--- src/rtl/sorted_unique_count_gap_assert.svh ---
// assertion macros for the sorted distinct-value histogram
// no dependencies; included by the top level
`ifndef SORTED_UNIQUE_COUNT_GAP_ASSERT_SVH
`define SORTED_UNIQUE_COUNT_GAP_ASSERT_SVH

// same-cycle implication, checked out of reset
`define SUCG_ASSERT_NOW(label, clk, rst_n, ante, cons) \
    label: assert property (@(posedge clk) disable iff (!rst_n) (ante) |-> (cons)) \
        else $error("sucg check failed");

// next-cycle implication, checked out of reset
`define SUCG_ASSERT_NEXT(label, clk, rst_n, ante, cons) \
    label: assert property (@(posedge clk) disable iff (!rst_n) (ante) |=> (cons)) \
        else $error("sucg check failed");

`endif

--- src/rtl/sucg_pkg.sv ---
// shared types and constants for the sorted distinct-value histogram
// no dependencies
package sucg_pkg;

    localparam int VALUE_W = 32;
    localparam int COUNT_W = 7;

    localparam logic [COUNT_W-1:0] COUNT_START = COUNT_W'(2);
    localparam logic [COUNT_W-1:0] COUNT_MAX   = '1;

    typedef struct packed {
        logic signed [VALUE_W-1:0] sample_value;
        logic                      last_sample;
    } t_in_word;

    typedef struct packed {
        logic signed [VALUE_W-1:0] distinct_value;
        logic [COUNT_W-1:0]        occurrence_count;
        logic [VALUE_W-1:0]        gap_halves;
        logic                      last_result;
        logic                      overflow_flag;
    } t_out_word;

    typedef struct packed {
        logic                      valid;
        logic signed [VALUE_W-1:0] value;
        logic [COUNT_W-1:0]        count;
    } t_cell_data;

    // what a cell hands to its right-hand neighbor
    typedef struct packed {
        t_cell_data data;
        logic       less;
    } t_link;

    typedef enum logic [1:0] {
        CELL_HOLD,
        CELL_ABSORB,
        CELL_SHIFT
    } t_cell_op;

    typedef enum logic {
        ST_LOAD,
        ST_EMIT
    } t_state;

endpackage

--- src/rtl/sucg_cell.sv ---
// one insertion cell: holds a distinct value and its count
// depends on sucg_pkg
module sucg_cell import sucg_pkg::*; (
    input  logic                      i_clk,
    input  logic                      i_rst_n,
    input  t_cell_op                  i_op,
    input  logic signed [VALUE_W-1:0] i_sample,
    input  logic                      i_insert,
    input  t_link                     i_left,
    input  t_cell_data                i_right,
    output t_link                     o_link,
    output logic                      o_match
);

    logic                      r_valid;
    logic signed [VALUE_W-1:0] r_value;
    logic [COUNT_W-1:0]        r_count;
    t_cell_data                w_data;
    t_cell_data                n_data;
    logic                      w_less;

    always_comb begin
        w_data  = '{valid: r_valid, value: r_value, count: r_count};
        w_less  = r_valid && (r_value < i_sample);
        o_match = r_valid && (r_value == i_sample);
        o_link  = '{data: w_data, less: w_less};
    end

    always_comb begin
        n_data = w_data;
        unique case (i_op)
            CELL_HOLD: begin
                n_data = w_data;
            end
            CELL_ABSORB: begin
                if (o_match) begin
                    if (r_count != COUNT_MAX) begin
                        n_data.count = r_count + COUNT_W'(1);
                    end
                end else if (i_insert && !w_less) begin
                    // new value lands here when the left side is smaller, else shift right
                    if (i_left.less) begin
                        n_data = '{valid: 1'b1, value: i_sample, count: COUNT_START};
                    end else begin
                        n_data = i_left.data;
                    end
                end
            end
            CELL_SHIFT: begin
                n_data = i_right;
            end
            default: begin
                n_data = w_data;
            end
        endcase
    end

    always_ff @(posedge i_clk) begin
        if (!i_rst_n) begin
            r_valid <= 1'b0;
        end else begin
            r_valid <= n_data.valid;
        end
    end

    always_ff @(posedge i_clk) begin
        r_value <= n_data.value;
        r_count <= n_data.count;
    end

endmodule

--- config.mk ---
export PLATFORM = sky130hd
export DESIGN_NAME = sucg_cell
export DESIGN_NICKNAME = d
export VERILOG_FILES = /design/src/rtl/sorted_unique_count_gap_assert.svh /design/src/rtl/sucg_pkg.sv /design/src/rtl/sucg_cell.sv
export SDC_FILE = /design/constraint.sdc
export NUM_CORES = 1
export LEC_CHECK = 0
export ABC_AREA = 1
export ABC_CLOCK_PERIOD_IN_PS = 2700
export CAP_MARGIN = 20
export CORE_ASPECT_RATIO = 1.75
export CORE_MARGIN = 2
export CORE_UTILIZATION = 45
export CTS_CLUSTER_DIAMETER = 40
export CTS_CLUSTER_SIZE = 24
export DETAILED_ROUTE_END_ITERATION = 10
export DONT_BUFFER_PORTS = 1
export GPL_TIMING_DRIVEN = 0
export MAX_ROUTING_LAYER = met4
export PLACE_DENSITY = 0.7
export SETUP_SLACK_MARGIN = 0.05
export SLEW_MARGIN = 30
export SYNTH_ARGS = -nofsm -noshare
export SYNTH_HDL_FRONTEND = slang
export SYNTH_SLANG_ARGS = --single-unit
--- constraint.sdc ---
create_clock -name i_clk -period 2.7 [get_ports i_clk]
set_clock_uncertainty 0.2 [all_clocks]
set_input_delay 0.405 -clock i_clk [delete_from_list [all_inputs] [get_ports i_clk]]
set_output_delay 0.405 -clock i_clk [all_outputs]
set_load 0.01 [all_outputs]
==> metrics.md, run 1 <==
| Metric | Value |
|---|---|
| R2R cell count | `12` |
| Vias per cell | `5.663` |
| Final worst setup slack | `0.03851 ns` |
| Min-delay worst type | `primary input to flip-flop` |
| Worst-margin pin slew | `0.7993 ns` |
| Synth Net Count | `549` |
| Reg clk slew, reported paths | `0.06 ns` |
| Period utilization | `0.9857` |
| Simple-Gate Fraction of Synth Area | `0.2007` |
| Relative slew slack | `0.4658` |
| Starting Density | `0.4674` |
| CTS root buf | `clkbuf_16` |
| Max stage delay on crit path | `0.49 ns` |
| Register area share after synthesis | `0.3868` |
| Via Count | `2803` |
| # rows | `39` |
| Vias in the first global route | `2924` |
| DRT antenna net count | `0` |
| Synth unique cells | `28` |
| Synthesized area | `3079 um2` |
| Dpl ws | `-0.3984 ns` |
| Initial DRC count | `88` |
| Largest family of logic cells by synthesized area | `simple AND/OR/NAND/NOR gates` |
| First-pass DRT Iterations | `4` |
| Required @ worst endpoint | `2.10 ns` |
| Synth-to-layout area growth | `19.63%` |
| Clk_lat worst skew | `0.28 ns` |
| #FFs+latches synth | `40` |
| Fmax | `375.7 MHz` |
| Total of max-cap violations | `0` |
| Ant diodes | `0` |
| CTS max path bufs | `2` |
| Setup TNS | `0 ns` |
| Global-route wire length before repair | `13270 um` |
| Final Critical Period | `2.661 ns` |
| Post-cts hold buffer count | `0` |
| Status | `completed` |
| Multiplexer share of the synthesized area | `0` |
| Total global routing track utilization | `0.2395` |
| WP data arrival | `2.06 ns` |
| Die Wd | `66.53 um` |
| Mapped Cells | `396` |
| Clock Sink Count | `40` |
| Cts bufs inserted | `5` |
| PortBufs | `0` |
| Layout cells sized above 1 | `0.1235` |
| Fillers | `634` |
| Pleak | `1.600 nW` |
| Synthesis Warnings | `0` |
| Worst hold stages | `2` |
| Crit end category | `output pin` |
| Peak supply drop | `0.3875 mV` |
| Hold path endpoint | `r_valid` |
| Post-synthesis xor/xnor area fraction | `0.01138` |
| Nets@finish | `565` |
| Die Height | `113.4 um` |
| Routed WL per cell | `17.67 um` |
| P per Cell Area | `484.1 nW/um2` |
| Initial antenna violation count | `0` |
| Final HPWL DP | `6531 um` |
| Avg Inst Size Synth | `7.776 um2` |
| CP cell instances | `ha_4 > buf_4 > a21oi_2 > o21a_1 > nand2_1 > a21oi_2 > nand2_1 > nand2_1 > nand3_2 > inv_2 > buf_6` |
| Worst R2R Setup Slack | `0.09 ns` |
| Multi-input gate area | `1903 um2` |
| Post-synthesis adder-cell area fraction | `0.1422` |
| Die Footprint | `7547 um2` |
| CP max stage cell | `edfxtp_1` |
| DR DRC count | `0` |
| Cell area after placement | `3184 um2` |
| HP Start | `i_rst_n` |
| CP Launch Type | `flip-flop` |
| RSZ-0062 raised after global routing | `true` |
| Fin. max-slew vios | `0` |
| Final setup violation count | `0` |
| Grt ovf | `0` |
| Largest net degree at the start of global routing | `12` |
| Reg2reg end | `r_count[4]` |
| Compound-gate portion of the synthesized area | `0.1711` |
| # IOs | `160` |
| Critical path class | `flip-flop to output pin` |
| Reg-to-Reg Start | `r_value[31]` |
| Sequential Area | `1191 um2` |
| Most frequent CP cell | `nand2_1` |
| Core Area | `6588 um2` |
| Worst-path fanout max | `3` |
| Final Hold Viols | `0` |
| Fin area | `3684 um2` |
| CTS tree | `done` |
| DRT Wirelength | `8749 um` |
| H-tree levels | `2` |
| Routability cong. | `0.8287` |
==> synthesized netlist by cell type <==
cell,n,area [um2]
a31oi_1,3,18.77
nor2_2,1,6.260
buf_4,2,15.01
dfxtp_1,1,20.02
nor2_1,48,180.2
inv_1,48,180.2
buf_2,2,10.01
nand3_1,7,35.03
clkbuf_1,13,48.80
clkinv_4,1,8.760
o21ai_1,1,5.000
nor3b_1,2,15.01
nand3_2,2,20.02
buf_1,2,7.510
nor3_1,1,5.000
a21o_1,1,7.510
ha_1,35,437.9
o21a_1,3,22.52
nand2_1,81,304.0
nor4_4,1,21.27
o21ai_0,7,35.03
a21oi_1,83,415.4
or2_0,1,6.260
o31ai_1,3,22.52
nand4_1,2,12.51
nand2_2,2,12.51
xor2_1,4,35.03
edfxtp_1,39,1171
==> cell families after synthesis <==
kind of cell / Yosys count
buffers and inverters: 68
adders and majority gates: 35
DFF: 40
AOI/OAI and AO/OA: 101
xor gates and xnor gates: 4
and+or+nand+nor: 148
==> critical path, delay by kind of cell (launching register included) <==
kind	cells	cell delay, ns
flops	1	0.49
compound gates	3	0.39
simple gates	4	0.32
buf+inv	3	0.30
fa+ha+maj	1	0.27
==> per-stage QoR <==
step | instances | power, mW | util | hold WS, ns
after floorplan | 396 | 1.063 | - | 0.3257
after global placement | 478 | 1.134 | 0.4834 | 0.3295
after detailed placement | 478 | 1.148 | 0.4834 | 0.3361
after CTS | 495 | 1.764 | 0.5371 | 0.03771
after global routing | 495 | 1.875 | 0.5592 | 0.04628
final | 495 | 1.783 | 0.5592 | 0.03992
==> flip-flops by register name, summed over array words and instances (netlist names) <==
name     cells
r_valid      1
r_value     32
r_count      7
==> layer usage <==
metal  up-vias  track usage  wire, um
met5         -            -         0
met1      1299       0.2275      3046
met3        18      0.05917       581
met4         0       0.1007       213
li1       1367            -         -
met2       119       0.4420      4908
==> where the power goes <==
part	internal [mW]	leakage [nW]	switching [mW]
clock	0.340	0.0655	0.235
combinational	0.161	1.16	0.229
sequential	0.752	0.378	0.0662
==> cells in the final DEF (no fill, tap or decap), drive strengths merged <==
cell / n
nand2: 86
a21oi: 83
inv: 49
nor2: 49
edfxtp: 39
ha: 35
clkbuf: 20
buf: 12
nand3: 9
o21ai: 8
xor2: 4
o21a: 3
o31ai: 3
a31oi: 3
nand4: 2
nor3b: 2
a21o: 1
nor4: 1
nor3: 1
or2: 1
clkinv: 1
dfxtp: 1
==> worst max-delay path by stage <==
stage                 from          end  slack, ns  cells past startpoint
6_report       r_value[31]    o_link[0]       0.04                     11
3_5_place_dp   r_value[15]  r_value[18]      -0.40                     10
5_1_grt        r_value[31]    o_link[0]      -0.04                     11
4_1_cts        r_value[29]   r_count[4]      -0.08                     12
2_1_floorplan  r_value[15]   r_count[0]       0.13                      9
3_3_place_gp   r_value[31]  r_value[17]      -0.36                     11
==> cell type report <==
class / instances / area share
repair buffers: 6 / 0.02004
flip-flops and latches: 40 / 0.3234
plain buffers: 19 / 0.02310
clock inverters: 1 / 0.001019
clock buffers: 7 / 0.03601
well taps: 82 / 0.02785
multi-input cells: 291 / 0.5166
inverters: 49 / 0.05197
==> timing repair <==
action | in CTS | in global routing
setup buffers | 6 | 0
gates cloned | 3 | 0
pin swaps | 8 | 12
gates resized for setup | 17 | 25
endpoints found under the setup margin | 41 | 42
Note: power is estimated with default switching activity, not from simulation.
==> run 2: changes to the inputs <==
--- a/config.mk
+++ b/config.mk
@@ -16,7 +16,6 @@
 export DETAILED_ROUTE_END_ITERATION = 10
 export DONT_BUFFER_PORTS = 1
 export GPL_TIMING_DRIVEN = 0
-export MAX_ROUTING_LAYER = met4
 export PLACE_DENSITY = 0.7
 export SETUP_SLACK_MARGIN = 0.05
 export SLEW_MARGIN = 30
==> metrics.md, run 2 (synthesis results as in run 1) <==
| Metric | Value |
|---|---|
| Clock power frac | `0.322 (about the same)` |
| Largest net degree at the start of global routing | `12 (unchanged)` |
| P per Cell Area | `483.5 nW/um2 (-0.12%)` |
| Nets@finish | `565 (unchanged)` |
| Final HPWL DP | `6531 um (unchanged)` |
| WP data arrival | `2.05 ns (about the same)` |
| Commonest non-fill, non-tap cells in the layout | `a21oi_1 (80), nand2_1 (74), inv_1 (46)` |
| Fillers | `634 (unchanged)` |
| Global-route wire length before repair | `13280 um (about the same)` |
| CTS tree | `done` |
| Most common cell after layout, fill and taps aside | `a21oi_1` |
| Die Height | `113.4 um (unchanged)` |
| Min-delay worst type | `primary input to flip-flop` |
| Fmax | `376.2 MHz (+0.14%)` |
| Core Area | `6588 um2 (unchanged)` |
| Total of max-cap violations | `0 (unchanged)` |
| Worst hold stages | `2 (unchanged)` |
| Synth-to-layout area growth | `19.63% (unchanged)` |
| Clock Sink Count | `40 (unchanged)` |
| Top flop regs | `r_value x32, r_count x7, r_valid x1` |
| Via Count | `2799 (-0.14%)` |
| Vias in the first global route | `2920 (-0.14%)` |
| Starting Density | `0.4674 (unchanged)` |
| Routed WL per cell | `17.57 um (-0.58%)` |
| Final Power | `1.781 mW (-0.12%)` |
| # rows | `39 (unchanged)` |
| Cts bufs inserted | `5 (unchanged)` |
| Vias per cell | `5.655 (-0.14%)` |
| Worst-path fanout max | `3 (unchanged)` |
| RSZ-0062 raised after global routing | `true` |
| Initial antenna violation count | `0 (unchanged)` |
| Top sig layer | `met4` |
| Period utilization | `0.9844 (-0.001356)` |
| Wl on met1 | `3022 um (-0.79%)` |
| Worst-margin pin slew | `0.7980 ns (-0.001380 ns)` |
| CP Launch Type | `flip-flop` |
| Internal | `1.253 mW (about the same)` |
| Clk_lat worst skew | `0.28 ns (about the same)` |
| Critical path class | `flip-flop to output pin` |
| Die Footprint | `7547 um2 (unchanged)` |
| Die Wd | `66.53 um (unchanged)` |
| Worst hold slack | `0.04156 ns (+0.001636 ns)` |
| DRT antenna net count | `0 (unchanged)` |
| Largest Register | `r_value` |
| Total global routing track utilization | `0.2323 (-0.007181)` |
| Status | `completed` |
| Met3 wire length | `574 um (-1.2%)` |
| CP cell instances | `ha_4 > buf_4 > a21oi_2 > o21a_1 > nand2_1 > a21oi_2 > nand2_1 > nand2_1 > nand3_2 > inv_2 > buf_6` |
| Max stage delay on crit path | `0.49 ns (about the same)` |
| Relative slew slack | `0.4667 (+0.0009230)` |
| # IOs | `160 (unchanged)` |
| Routability cong. | `0.8166 (-1.5%)` |
| NetSw | `0.5279 mW (-0.38%)` |
| Switching share of total power | `0.2964 (-0.0007720)` |
| Initial DRC count | `67 (-24%)` |
| Reg clk slew, reported paths | `0.06 ns (about the same)` |
| Peak supply drop | `0.3875 mV (about the same)` |
| Ant diodes | `0 (unchanged)` |
| CP max stage cell | `edfxtp_1` |
| PortBufs | `0 (unchanged)` |
| Final Hold Viols | `0 (unchanged)` |
| H-tree levels | `2 (unchanged)` |
| First-pass DRT Iterations | `4 (unchanged)` |
| Comb pwr share | `0.219 (about the same)` |
| Fin. max-slew vios | `0 (unchanged)` |
| CTS max path bufs | `2 (unchanged)` |
| Final Critical Period | `2.658 ns (-0.003662 ns)` |
| DR DRC count | `0 (unchanged)` |
| R2R cell count | `12 (unchanged)` |
| Met2 wire len | `4886 um (-0.45%)` |
| CTS root buf | `clkbuf_16` |
| Post-cts hold buffer count | `0 (unchanged)` |
| Layout cells sized above 1 | `0.1235 (unchanged)` |
| Grt ovf | `0 (unchanged)` |
| Required @ worst endpoint | `2.10 ns (about the same)` |
| Largest register FFs | `32 (unchanged)` |
| DRT Wirelength | `8698 um (-0.58%)` |
| Seq pwr share | `0.459 (about the same)` |
| Crit end category | `output pin` |
| Most frequent CP cell | `nand2_1` |
| Final setup violation count | `0 (unchanged)` |
| Pleak | `1.600 nW (unchanged)` |
run 2: cell counts in the layout (fill, tap and decap cells not counted):
Identical to the previous run, type by type.
run 2: area by class of cell:
| cell class | instances | area [um2] | area share |
|---|---|---|---|
| clock inverters | 1 | 3.754 | 0.001019 |
| repair buffers | 6 | 73.82 | 0.02004 |
| multi-input cells | 291 | 1903 | 0.5166 |
| inverters | 49 | 191.4 | 0.05197 |
| plain buffers | 19 | 85.08 | 0.02310 |
| flip-flops and latches | 40 | 1191 | 0.3234 |
| clock buffers | 7 | 132.6 | 0.03601 |
| well taps | 82 | 102.6 | 0.02785 |
run 2: stage by stage:
step	worst slack, ns	instance area, um2	setup TNS [ns]	instances	util
floorplan	0.1292	3082	0	396	-
global placement	-0.3626	3184	-13.74	478	0.4834
detailed placement	-0.3984	3184	-15.40	478	0.4834
CTS	-0.08144	3538	-0.8679	495	0.5371
global route	-0.03374	3684	-0.2667	495	0.5592
finish	0.04217	3684	0	495	0.5592
run 2: layer usage:
metal  vias up  track usage
li1       1369            -
met2       111       0.4413
met1      1302       0.2250
met3        17      0.06114
met4         0       0.1007
met5         -            0
run 2: timing repair:
item / 4_1_cts / 5_1_grt
pin swaps: 8 / 12
gates resized for setup: 17 / 25
setup buffers: 6 / 0
gates cloned: 3 / 0
endpoints found under the setup margin: 41 / 42
run 2: power by group through the flow:
stage	clock, mW	combinational (mW)	sequential [mW]
after floorplan	0	0.250	0.812
after global routing	0.605	0.445	0.823
final	0.574	0.389	0.818
after CTS	0.588	0.361	0.816
after detailed placement	0	0.319	0.829
after global placement	0	0.307	0.827
run 2: path summary, 6_finish.rpt:
kind,start,end,slack [ns]
min reg2reg,r_valid,r_valid,0.45
min,i_rst_n,r_valid,0.04
max reg2reg,r_value[31],r_count[4],0.09
max,r_value[31],o_link[0],0.04
run 2: critical path: cells and delay by family, from the launching register on:
kind                       cells  cell delay (ns)
adders and majority gates      1             0.27
AOI/OAI and AO/OA              3             0.38
DFF                            1             0.49
buffers and inverters          3             0.30
and+or+nand+nor                4             0.32
==> run 3: changes to the inputs <==
--- a/config.mk
+++ b/config.mk
@@ -10,13 +10,13 @@
 export CAP_MARGIN = 20
 export CORE_ASPECT_RATIO = 1.75
 export CORE_MARGIN = 2
-export CORE_UTILIZATION = 45
+export CORE_UTILIZATION = 40
 export CTS_CLUSTER_DIAMETER = 40
 export CTS_CLUSTER_SIZE = 24
 export DETAILED_ROUTE_END_ITERATION = 10
 export DONT_BUFFER_PORTS = 1
 export GPL_TIMING_DRIVEN = 0
-export PLACE_DENSITY = 0.7
+export PLACE_DENSITY = 0.64
 export SETUP_SLACK_MARGIN = 0.05
 export SLEW_MARGIN = 30
 export SYNTH_ARGS = -nofsm -noshare
==> metrics.md, run 3 (synthesis results as in run 1) <==
| Metric | Value |
|---|---|
| CP max stage cell | `edfxtp_1` |
| P per Cell Area | `489.5 nW/um2 (+1.2%)` |
| Cts bufs inserted | `5 (unchanged)` |
| Clk_lat worst skew | `0.28 ns (about the same)` |
| Layout cells sized above 1 | `0.1171 (-0.006414)` |
| Routability cong. | `0.7890 (-3.4%)` |
| Met3 Use GR | `0.03694 (-0.02420)` |
| Clock Sink Count | `40 (unchanged)` |
| Top Usage Layer GRT | `met2` |
| Buf+Inv Stages, Crit Path | `2 (-1)` |
| CP cell instances | `ha_4 > nand2_1 > nor2_2 > nand2_2 > nor4_4 > nand2_2 > nand2_1 > nand2_2 > nand3_4 > inv_2 > buf_6` |
| Commonest non-fill, non-tap cells in the layout | `a21oi_1 (80), nand2_1 (73), inv_1 (47)` |
| CTS max path bufs | `2 (unchanged)` |
| Post-cts hold buffer count | `0 (unchanged)` |
| Status | `completed` |
| GR Util met2 | `0.4063 (-0.03508)` |
| Critical path class | `flip-flop to output pin` |
| Required @ worst endpoint | `2.10 ns (about the same)` |
| # IOs | `160 (unchanged)` |
| CTS root buf | `clkbuf_16` |
| Die Footprint | `8444 um2 (+12%)` |
| Crit end category | `output pin` |
| WP data arrival | `2.05 ns (about the same)` |
| Relative slew slack | `0.5880 (+0.1212)` |
| DRT Wirelength | `8994 um (+3.4%)` |
| Nets@finish | `562 (-0.53%)` |
| Fmax | `376.6 MHz (about the same)` |
| Die Height | `120.1 um (+5.8%)` |
| Most common cell after layout, fill and taps aside | `a21oi_1` |
| Final HPWL DP | `6936 um (+6.2%)` |
| RSZ-0062 raised after global routing | `true` |
| Fin area | `3635 um2 (-1.3%)` |
| Worst-margin pin slew | `0.6181 ns (-0.1799 ns)` |
| # rows | `42 (+7.7%)` |
| Final Non-Filler Cells | `498 (+0.61%)` |
| Fin. max-slew vios | `0 (unchanged)` |
| Final Power | `1.779 mW (-0.10%)` |
| Largest register FFs | `32 (unchanged)` |
| Reg clk slew, reported paths | `0.06 ns (about the same)` |
| Met1 usage | `0.2151 (-0.009862)` |
| Core Area | `7515 um2 (+14%)` |
| Synth-to-layout area growth | `18.04%` |
| Final Critical Period | `2.656 ns (-0.002226 ns)` |
| Largest Register | `r_value` |
| Worst-path fanout max | `3 (unchanged)` |
| Max stage delay on crit path | `0.50 ns (about the same)` |
| Min-delay worst type | `primary input to flip-flop` |
| DR DRC count | `0 (unchanged)` |
| Routed WL per cell | `18.06 um (+2.8%)` |
| PortBufs | `0 (unchanged)` |
| Pleak | `1.567 nW (-2.1%)` |
| Ant diodes | `0 (unchanged)` |
| Total of max-cap violations | `0 (unchanged)` |
| Most frequent CP cell | `nand2_2` |
| Die Wd | `70.33 um (+5.7%)` |
| Initial antenna violation count | `0 (unchanged)` |
| First-pass DRT Iterations | `4 (unchanged)` |
| CTS tree | `done` |
| Vias per cell | `5.516 (-2.4%)` |
| Starting Density | `0.4098 (-0.05767)` |
| H-tree levels | `2 (unchanged)` |
| Crit path max-delay family | `simple AND/OR/NAND/NOR gates` |
| Via Count | `2747 (-1.9%)` |
| Largest net degree at the start of global routing | `17 (+5)` |
| Period utilization | `0.9836 (about the same)` |
| Final Hold Viols | `0 (unchanged)` |
| Final setup violation count | `0 (unchanged)` |
| DRT antenna net count | `0 (unchanged)` |
| Cell area after placement | `3192 um2 (+0.24%)` |
| Top flop regs | `r_value x32, r_count x7, r_valid x1` |
| Grt ovf | `0 (unchanged)` |
| Global-route wire length before repair | `13900 um (+4.7%)` |
| Initial DRC count | `86 (+28%)` |
| Vias in the first global route | `3002 (+2.8%)` |
| Peak supply drop | `0.4162 mV (+7.4%)` |
| CP Launch Type | `flip-flop` |
| Total global routing track utilization | `0.2083 (-0.02399)` |
| Cell count after placement | `484 (+1.3%)` |
[run 3: layout make-up]
type,instances,area [um2]
Buffer,19,85.08
Sequential cell,40,1191
Clock buffer,7,132.6
Multi-Input combinational cell,289,1871
Fill cell,769,3880
Tap cell,88,110.1
Clock inverter,1,3.754
Inverter,49,196.4
Timing Repair Buffer,5,45.04
[run 3: through the flow]
step,utilization,hold WS (ns),setup TNS [ns],worst slack [ns]
2_1_floorplan,-,0.3257,0,0.1292
3_3_place_gp,0.4247,0.3289,-14.83,-0.3898
3_5_place_dp,0.4247,0.3418,-15.67,-0.4101
4_1_cts,0.4662,0.04415,-1.417,-0.1067
5_1_grt,0.4837,0.04848,-0.1204,-0.08403
6_report,0.4837,0.05625,0,0.04440
[run 3: where the power goes]
group	internal, mW	total, mW	switching (mW)
registers	0.752	0.820	0.0684
clock network	0.341	0.580	0.239
logic	0.155	0.379	0.224
[run 3: repair_timing]
item / CTS / global route
cloned: 1 / 0
endpoints found under the setup margin: 41 / 42
endpoints found under the hold margin: 0 / 0
buffers inserted: 4 / 1
pin swaps: 14 / 14
gates resized for setup: 19 / 22
[run 3: worst paths after layout]
check	cells after the start	start	slack, ns	endpoint
hold reg to reg	4	r_valid	0.48	r_valid
setup reg to reg	11	r_value[25]	0.13	r_count[5]
setup / recovery	11	r_value[25]	0.04	o_link[0]
hold / removal	2	i_rst_n	0.06	r_valid
[run 3: routing by layer]
metal | share of wire | vias to the layer above
li1 | - | 1352
met1 | 0.36 | 1285
met2 | 0.56 | 94
met3 | 0.055 | 16
met4 | 0.023 | 0
met5 | 0 | -
